### src/sv/lbs_pkg.sv
// Package for the LED blink slot controller.
// Holds the slot table types, the opcode, level and rate codes, and the blink pattern function.
// No dependencies.
package lbs_pkg;

	localparam int SLOT_COUNT = 15;
	localparam int IDX_W      = (SLOT_COUNT > 1) ? $clog2(SLOT_COUNT) : 1;
	localparam int SLOT_NUM_W = 7;
	localparam int PHASE_COUNT = 6;

	localparam logic [1:0] OP_TICK  = 2'd0;
	localparam logic [1:0] OP_START = 2'd1;
	localparam logic [1:0] OP_STOP  = 2'd2;
	localparam logic [1:0] OP_EDIT  = 2'd3;

	localparam logic [2:0] LEVEL_NONE   = 3'd0;
	localparam logic [2:0] LEVEL_GREEN  = 3'd1;
	localparam logic [2:0] LEVEL_YELLOW = 3'd2;
	localparam logic [2:0] LEVEL_RED    = 3'd3;
	localparam logic [2:0] LEVEL_GUN    = 3'd4;

	localparam logic [2:0] RATE_NONE      = 3'd0;
	localparam logic [2:0] RATE_SOLID     = 3'd1;
	localparam logic [2:0] RATE_SLOW      = 3'd2;
	localparam logic [2:0] RATE_MEDIUM    = 3'd3;
	localparam logic [2:0] RATE_FAST      = 3'd4;
	localparam logic [2:0] RATE_IRREGULAR = 3'd5;

	// The gun LED is not switched off when its slot is stopped.
	localparam logic [3:0] LED_STOP_MASK = 4'b0111;

	typedef struct packed {
		logic [2:0] level;
		logic [2:0] rate;
	} slot_entry_t;

	typedef struct packed {
		logic       assigned;
		logic       free;
		logic [3:0] led_bit;
		logic       lit;
	} slot_eval_t;

	function automatic logic pattern_on(input logic [2:0] rate, input logic [2:0] phase);
		logic on;
		on = 1'b0;
		if (rate == RATE_SOLID) on = 1'b1;
		if (phase == 3'd0) on = 1'b1;
		if (phase == 3'd2 && (rate == RATE_FAST || rate == RATE_IRREGULAR)) on = 1'b1;
		if (phase == 3'd3 && rate == RATE_MEDIUM) on = 1'b1;
		if (phase == 3'd4 && rate == RATE_FAST) on = 1'b1;
		return on;
	endfunction

endpackage

### src/sv/lbs_slot_table.sv
// Slot table of the LED blink slot controller: one read port, one write port.
// Entries reset to unassigned. Depends on lbs_pkg.
module lbs_slot_table
	import lbs_pkg::*;
(
	input  logic              clk,
	input  logic              arst_n,
	input  logic [IDX_W-1:0]  rd_addr,
	output slot_entry_t       rd_entry,
	input  logic              wr_en,
	input  logic [IDX_W-1:0]  wr_addr,
	input  slot_entry_t       wr_entry
);

	slot_entry_t entries_q [SLOT_COUNT];

	always_ff @(posedge clk or negedge arst_n) begin
		if (!arst_n) begin
			for (int i = 0; i < SLOT_COUNT; i++) begin
				entries_q[i] <= '0;
			end
		end else if (wr_en) begin
			entries_q[wr_addr] <= wr_entry;
		end
	end

	assign rd_entry = entries_q[rd_addr];

endmodule

### src/sv/lbs_slot_eval.sv
// Shared evaluation unit: classifies one slot entry and decides its LED value for a phase.
// Used once per cycle by the sequencer. Depends on lbs_pkg.
module lbs_slot_eval
	import lbs_pkg::*;
(
	input  slot_entry_t entry,
	input  logic [2:0]  phase,
	output slot_eval_t  result
);

	always_comb begin
		result.assigned = (entry.level != LEVEL_NONE) && (entry.rate != RATE_NONE);
		result.free     = (entry.level == LEVEL_NONE) && (entry.rate == RATE_NONE);
		// Level codes above the gun LED drive nothing.
		unique case (entry.level)
			LEVEL_GREEN:  result.led_bit = 4'b0001;
			LEVEL_YELLOW: result.led_bit = 4'b0010;
			LEVEL_RED:    result.led_bit = 4'b0100;
			LEVEL_GUN:    result.led_bit = 4'b1000;
			default:      result.led_bit = 4'b0000;
		endcase
		if (!result.assigned) result.led_bit = 4'b0000;
		result.lit = pattern_on(entry.rate, phase);
	end

endmodule

### src/sv/led_blink_slot_controller.sv
// Top level of the LED blink slot controller: command sequencer and result register.
// Instantiates lbs_slot_table and lbs_slot_eval. Depends on lbs_pkg.
//
// Usage: commands arrive on the slave stream (s_tvalid, s_tready, s_tdata, s_tuser);
// the opcode travels in s_tuser and the slot, level and rate in s_tdata. Every
// command produces exactly one result transfer on the master stream (m_tvalid,
// m_tready, m_tdata) carrying the LED drive, the slot chosen by a start, and ok.
// A tick walks every slot once, lowest first, through the shared evaluation unit,
// so the lowest-numbered active slot of each LED decides it; the result is loaded
// after the walk has passed the last slot. A start walks the slots from the highest
// down and stops at the first free one. The walks go through the table's single
// read port, one entry per cycle.
// The block takes one command at a time: s_tready is high only while the
// sequencer is idle. The result register lets a new command be taken while the
// previous result still waits; if the receiver stalls, the finished command waits
// until the result register frees up, and no result is ever dropped.
// Reset clears the slot table to unassigned, the phase to the first phase and
// all LEDs to off; there is no clearing pass.
module led_blink_slot_controller
	import lbs_pkg::*;
(
	input  logic        clk,
	input  logic        arst_n,
	input  logic        s_tvalid,
	output logic        s_tready,
	input  logic [15:0] s_tdata,   // slot [3:0], level [6:4], rate [9:7], zero [15:10]
	input  logic [1:0]  s_tuser,   // opcode [1:0]
	output logic        m_tvalid,
	input  logic        m_tready,
	output logic [15:0] m_tdata    // leds [3:0], slot_out [7:4], ok [8], zero [15:9]
);

	localparam logic [2:0] ST_IDLE  = 3'd0;
	localparam logic [2:0] ST_TICK  = 3'd1;
	localparam logic [2:0] ST_START = 3'd2;
	localparam logic [2:0] ST_STOP  = 3'd3;
	localparam logic [2:0] ST_EDIT  = 3'd4;
	localparam logic [2:0] ST_DONE  = 3'd5;

	logic [2:0]       state_q;
	logic [IDX_W-1:0] idx_q;
	logic [2:0]       phase_q;
	logic [3:0]       led_drive_q;
	logic [3:0]       decided_q;
	logic             m_tvalid_q;

	// Command fields and per-command result, held while the command is worked on.
	logic [3:0]       slot_q;
	slot_entry_t      cmd_entry_q;
	logic [3:0]       res_slot_q;
	logic             res_ok_q;
	logic [3:0]       out_leds_q;
	logic [3:0]       out_slot_q;
	logic             out_ok_q;

	logic [IDX_W-1:0] rd_addr;
	slot_entry_t      rd_entry;
	logic             wr_en;
	slot_entry_t      wr_entry;
	slot_eval_t       ev;
	logic             in_range;
	logic             s_xfer;
	logic             out_load;
	logic [3:0]       new_bits;

	assign s_tready = (state_q == ST_IDLE);
	assign s_xfer   = s_tvalid && s_tready;
	assign out_load = (state_q == ST_DONE) && (!m_tvalid_q || m_tready);
	assign in_range = (SLOT_NUM_W'(slot_q) < SLOT_NUM_W'(SLOT_COUNT));
	assign new_bits = ev.led_bit & ~decided_q;

	// Stop and edit address the commanded slot; tick and start walk the scan index.
	assign rd_addr = (state_q == ST_STOP || state_q == ST_EDIT) ? IDX_W'(slot_q) : idx_q;

	always_comb begin
		wr_en    = 1'b0;
		wr_entry = cmd_entry_q;
		unique case (state_q)
			ST_START: wr_en = ev.free;
			ST_STOP: begin
				wr_en    = in_range && ev.assigned;
				wr_entry = '0;
			end
			ST_EDIT: wr_en = in_range;
			default: wr_en = 1'b0;
		endcase
	end

	lbs_slot_table u_table (
		.clk      (clk),
		.arst_n   (arst_n),
		.rd_addr  (rd_addr),
		.rd_entry (rd_entry),
		.wr_en    (wr_en),
		.wr_addr  (rd_addr),
		.wr_entry (wr_entry)
	);

	lbs_slot_eval u_eval (
		.entry  (rd_entry),
		.phase  (phase_q),
		.result (ev)
	);

	// Sequencer and LED state.
	always_ff @(posedge clk or negedge arst_n) begin
		if (!arst_n) begin
			state_q     <= ST_IDLE;
			idx_q       <= '0;
			phase_q     <= '0;
			led_drive_q <= '0;
			decided_q   <= '0;
			m_tvalid_q  <= 1'b0;
		end else begin
			// A new result takes the register as the old one leaves it.
			if (out_load) begin
				m_tvalid_q <= 1'b1;
			end else if (m_tready) begin
				m_tvalid_q <= 1'b0;
			end
			unique case (state_q)
				ST_IDLE: begin
					if (s_xfer) begin
						decided_q <= '0;
						unique case (s_tuser)
							OP_TICK: begin
								idx_q   <= '0;
								state_q <= ST_TICK;
							end
							OP_START: begin
								idx_q   <= IDX_W'(SLOT_COUNT - 1);
								state_q <= ST_START;
							end
							OP_STOP: state_q <= ST_STOP;
							default: state_q <= ST_EDIT;
						endcase
					end
				end
				ST_TICK: begin
					// The first active slot seen for an LED decides it.
					decided_q   <= decided_q | new_bits;
					led_drive_q <= ev.lit ? (led_drive_q | new_bits)
					                      : (led_drive_q & ~new_bits);
					if (idx_q == IDX_W'(SLOT_COUNT - 1)) begin
						phase_q <= (phase_q >= 3'(PHASE_COUNT - 1)) ? 3'd0 : phase_q + 3'd1;
						state_q <= ST_DONE;
					end else begin
						idx_q <= idx_q + IDX_W'(1);
					end
				end
				ST_START: begin
					if (ev.free || idx_q == '0) begin
						state_q <= ST_DONE;
					end else begin
						idx_q <= idx_q - IDX_W'(1);
					end
				end
				ST_STOP: begin
					if (in_range && ev.assigned) begin
						led_drive_q <= led_drive_q & ~(ev.led_bit & LED_STOP_MASK);
					end
					state_q <= ST_DONE;
				end
				ST_EDIT: state_q <= ST_DONE;
				ST_DONE: begin
					if (out_load) begin
						state_q <= ST_IDLE;
					end
				end
				default: state_q <= ST_IDLE;
			endcase
		end
	end

	// Command fields and result payload carry no reset.
	always_ff @(posedge clk) begin
		if (s_xfer) begin
			slot_q            <= s_tdata[3:0];
			cmd_entry_q.level <= s_tdata[6:4];
			cmd_entry_q.rate  <= s_tdata[9:7];
			res_slot_q        <= '0;
			res_ok_q          <= 1'b0;
		end
		if (state_q == ST_START && ev.free) begin
			res_slot_q <= 4'(idx_q);
			res_ok_q   <= 1'b1;
		end
		if (state_q == ST_STOP && in_range && ev.assigned) begin
			res_ok_q <= 1'b1;
		end
		if (out_load) begin
			out_leds_q <= led_drive_q;
			out_slot_q <= res_slot_q;
			out_ok_q   <= res_ok_q;
		end
	end

	assign m_tvalid = m_tvalid_q;
	assign m_tdata  = {7'b0, out_ok_q, out_slot_q, out_leds_q};

	// The phase counter never leaves its six phases.
	a_phase_range: assert property (@(posedge clk) disable iff (!arst_n)
		phase_q < 3'(PHASE_COUNT))
		else $error("phase counter out of range");

	// The scan index stays inside the table.
	a_idx_range: assert property (@(posedge clk) disable iff (!arst_n)
		SLOT_NUM_W'(idx_q) < SLOT_NUM_W'(SLOT_COUNT))
		else $error("scan index out of range");

	// A nonzero slot in a result only comes from a successful start.
	a_slot_needs_ok: assert property (@(posedge clk) disable iff (!arst_n)
		(m_tvalid_q && out_slot_q != 4'd0) |-> out_ok_q)
		else $error("result slot set without ok");

	// A result is loaded only when a command has finished.
	a_load_after_work: assert property (@(posedge clk) disable iff (!arst_n)
		$rose(m_tvalid_q) |-> $past(state_q) == ST_DONE)
		else $error("result loaded outside done state");

endmodule

### config.mk
export PLATFORM = sky130hd
export DESIGN_NAME = led_blink_slot_controller
export DESIGN_NICKNAME = d
export VERILOG_FILES = /design/src/sv/lbs_pkg.sv /design/src/sv/lbs_slot_table.sv /design/src/sv/lbs_slot_eval.sv /design/src/sv/led_blink_slot_controller.sv
export SDC_FILE = /design/constraint.sdc
export NUM_CORES = 1
export LEC_CHECK = 0
export ABC_AREA = 1
export BUFFER_PORTS_ARGS = -buffer_cell sky130_fd_sc_hd__buf_2
export CORE_ASPECT_RATIO = 1.2
export CORE_MARGIN = 2
export CORE_UTILIZATION = 65
export DETAILED_ROUTE_END_ITERATION = 12
export HOLD_SLACK_MARGIN = 0.1
export PLACE_DENSITY = 0.83
export SLEW_MARGIN = 20
export SYNTH_ARGS = -nofsm -noshare
export SYNTH_HDL_FRONTEND = slang
export SYNTH_SLANG_ARGS = --single-unit
### constraint.sdc
create_clock -name clk -period 5.07 [get_ports clk]
set_input_delay 0.2535 -clock clk [delete_from_list [all_inputs] [get_ports clk]]
set_output_delay 0.2535 -clock clk [all_outputs]
set_load 0.005 [all_outputs]
==> metrics.log <==
INFO  metric run_status = finished clean
INFO  metric power_switching = 0.00246 W
INFO  metric pin_count = 40
INFO  metric timing.final.crit_period = 3.95 ns
INFO  metric worst_slew_pin_slew = 0.847 ns
INFO  metric timing.hold.ws = 0.131 ns
INFO  metric cellPowerDensity = 720 nW/um^2
INFO  metric rr_startpoint = state_q[2]
INFO  metric syn_avg_cell_area = 8.08 um^2
INFO  metric nFillCells = 737
INFO  metric slowest_stage = sky130_fd_sc_hd__nand2_2
INFO  metric reg2reg_setup_slack = 1.12 ns
INFO  metric tritoncts_clock_tree = yes
INFO  metric min_from = m_tready
INFO  metric ctsLongestPathBuffers = 2
INFO  metric post_route_cells_drive_above_1_share = 0.122
INFO  metric overflow = 0
INFO  metric netlist-cell-type-count = 37
INFO  metric final_cell_mix = 307 x sky130_fd_sc_hd__nand2_1, 109 x sky130_fd_sc_hd__dfrtp_1, 71 x sky130_fd_sc_hd__nand3_1
INFO  metric synthDominantCellAreaShare = 0.394
INFO  metric achievable-frequency = 253 MHz
INFO  metric sw_frac_of_total = 0.441
INFO  metric die_w = 98.2 um
INFO  metric p_leak = 3.80 nW
INFO  metric worst-path-buf-inv = 1
INFO  metric num-nets-final = 913
INFO  metric synth.yosys.warnings = 0
INFO  metric share_clk_of_total_power = 0.252
INFO  metric critical-path-top-delay-family = simple AND/OR/NAND/NOR gates
INFO  metric layout_setup_ws = 1.12 ns
INFO  metric final_weighted_congestion_in_routability_driven_placement = 0.926
INFO  metric power = 0.00557 W
INFO  metric worst_r2r_path_depth = 16
INFO  metric clock_tree_root = sky130_fd_sc_hd__clkbuf_16
INFO  metric critical-path-max-stage-delay = 0.64 ns
INFO  metric placementRows = 41
INFO  metric cts-buffers-inserted = 17
INFO  metric cp-start-kind = register
INFO  metric timing.slew.headroom = 0.433
INFO  metric placedInstanceArea = 6940 um^2
INFO  metric power.internal = 0.00312 W
INFO  metric cell_area_after_technology_mapping = 6920 um^2
INFO  metric clk_pin_slew_worst_paths = 0.06 ns
INFO  metric mostFrequentLayoutCell = sky130_fd_sc_hd__nand2_1
INFO  metric finalHoldViolCount = 0
INFO  metric syn_inst = 857
INFO  metric portBuffers = 26
INFO  metric vias_in_the_first_global_route = 5,808
INFO  metric setup_repair_after_global_routing_missed_its_margin = no
INFO  metric diodes = 0
INFO  metric skew = 0.00746 ns
INFO  metric power.combinational.fraction = 0.452
INFO  metric worst_r2r_endpoint = u_table.entries_q[37]
INFO  metric criticalPathCategory = reg -> reg
INFO  metric floorplan.core_area = 10,500 um^2
INFO  metric ys_seq_area_frac = 0.497
INFO  metric crit_path_cell_trace = inv_2, nand3_4, nand2_4, nand2_2, nand2_2, nor2_2, nand3b_1, nand2_1, a21oi_1, nand2_1, nand3_2, nand3_2, nand3_4, nand2_1, nand2_1, o21ai_0
INFO  metric routed_via_density = 5.81
INFO  metric routedWlPerCell = 16.4 um
INFO  metric detailedRoute.firstIterationViolations = 580
INFO  metric p_seq_frac = 0.296
INFO  metric ranking_of_synthesized_cells_by_area = sky130_fd_sc_hd__dfrtp_1 39%, sky130_fd_sc_hd__nand2_1 17%, sky130_fd_sc_hd__edfxtp_1 10%, sky130_fd_sc_hd__nand3_1 5.1%, sky130_fd_sc_hd__o21ai_1 3.9%
INFO  metric maxSlewViolCount = 0
INFO  metric postRouteAntennaNets = 0
INFO  metric grt_pass1_wl = 27,300 um
INFO  metric number_of_clock_sinks = 133
INFO  metric final_standard_cell_area_without_fillers = 7730 um^2
INFO  metric detail_route.wirelength = 16,700 um
INFO  metric worstHoldPathCells = 4
INFO  metric endpoint_kind = register
INFO  metric route.vias.total = 5,937
INFO  metric grt_start_max_net_pins = 59
INFO  metric synthDominantAreaCellType = sky130_fd_sc_hd__dfrtp_1
INFO  metric peakVddDrop = 0.320 mV
INFO  metric chipHeight = 117 um
INFO  metric hp-class = in -> reg
INFO  metric floorplan_die_area = 11,500 um^2
INFO  metric syn_to_final_growth = 11.7%
INFO  metric maxCapViolations = 0
INFO  metric crit_path_max_fanout = 39
INFO  metric synth-seq-cells = 133
INFO  metric total_negative_setup_slack = 0 ns
INFO  metric dp.final_hpwl = 10,400 um
INFO  metric h-tree-depth = 4
INFO  metric post-route-drc-count = 0
INFO  metric worst_ep_required_time = 5.33 ns
INFO  metric floorplan.initialDensity = 0.662
INFO  metric final_min_period_over_clock_period = 0.779
INFO  metric firstDrtPassIters = 5
INFO  metric path_common_cell = sky130_fd_sc_hd__nand2_1
INFO  metric cts_setup_buffers = 0
INFO  metric clk-insertion-delay-late = 0.43 ns
INFO  metric cp_data_arrival_time = 4.21 ns
INFO  metric min_delay_worst_endpoint = m_tvalid
INFO  metric antenna_found_initial = 0
INFO  metric dp_slack = 1.36 ns
INFO  metric finalSetupViolCount = 0
INFO  metric gr-usage-all-layers = 0.307
## metal layers
metal | vias to the layer above | wire length (um) | GRT usage
met1 | 2782 | 6590 | 0.362
li1 | 2775 | - | -
met5 | - | 0 | 0
met3 | 79 | 1200 | 0.0730
met2 | 301 | 8050 | 0.511
met4 | 0 | 874 | 0.198
## power by group through the flow
stage / logic [W] / clock network (W) / registers (W)
2_1_floorplan: 0.00192 / 0 / 0.00161
3_3_place_gp: 0.00235 / 0 / 0.00163
3_5_place_dp: 0.00242 / 0 / 0.00165
4_1_cts: 0.00247 / 0.00141 / 0.00164
5_1_grt: 0.00278 / 0.00146 / 0.00168
6_report: 0.00252 / 0.00140 / 0.00165
## per-stage QoR
step | util | instances
3_5_place_dp | 0.663 | 978
4_1_cts | 0.739 | 1021
3_3_place_gp | 0.663 | 978
6_report | 0.739 | 1021
2_1_floorplan | - | 863
5_1_grt | 0.739 | 1021
## sequential cells by signal, summed over array words and instances, names as in the netlist, 3 cells and up, named ones only
signal             flops
slot_q                 4
out_slot_q             4
state_q                3
res_slot_q             4
decided_q              4
phase_q                3
u_table.entries_q     90
cmd_entry_q            6
idx_q                  4
out_leds_q             4
## synthesized netlist by cell type (all sizes together)
library cell	number
nand2	327
dfrtp	109
o21ai	105
nand3	78
inv	73
nor2	51
buf	37
edfxtp	23
ha	11
a21oi	9
clkbuf	7
nand3b	4
nor3	4
o22ai	4
xor2	3
nand4	2
nor4	2
a2111oi	1
a21boi	1
clkinv	1
conb	1
dfxtp	1
fa	1
o21bai	1
or2	1
## area by class of cell
class                   instances  area [um^2]  share of cell area
clock buffers                  20          489              0.0633
clock inverters                12          194              0.0251
inverters                      74          278              0.0359
multi-input cells             612         2900               0.375
flip-flops and latches        133         3440               0.445
well taps                     129          161              0.0209
repair buffers                 41          273              0.0353
## how the worst max path moves through the flow
stage / depth (start not counted) / end / start
after floorplan: 21 / u_table.entries_q[14] / state_q[0]
after global placement: 16 / u_table.entries_q[24] / state_q[2]
after detailed placement: 16 / u_table.entries_q[51] / state_q[2]
after CTS: 15 / u_table.entries_q[37] / state_q[2]
after global routing: 16 / u_table.entries_q[37] / state_q[2]
final: 16 / u_table.entries_q[37] / state_q[2]
## timing repair
item                      in CTS  in global routing
hold endpoints to repair      61                  0
resized for setup              0                  0
hold buffers                  11                  0
## logic make-up after synthesis
family,synth area share
xor+xnor,0.00380
other cells,0.000542
simple gates,0.296
fa+ha+maj,0.0228
compound gates,0.0927
buf+inv,0.0878
flops,0.497
## tightest hold or removal path, cell delays in order
cell and delay [ns]:
sky130_fd_sc_hd__buf_2 0.07, sky130_fd_sc_hd__nor2_1 0.05, sky130_fd_sc_hd__inv_1 0.08, sky130_fd_sc_hd__nand2_1 0.06
Power figures use the tool's default switching activity.
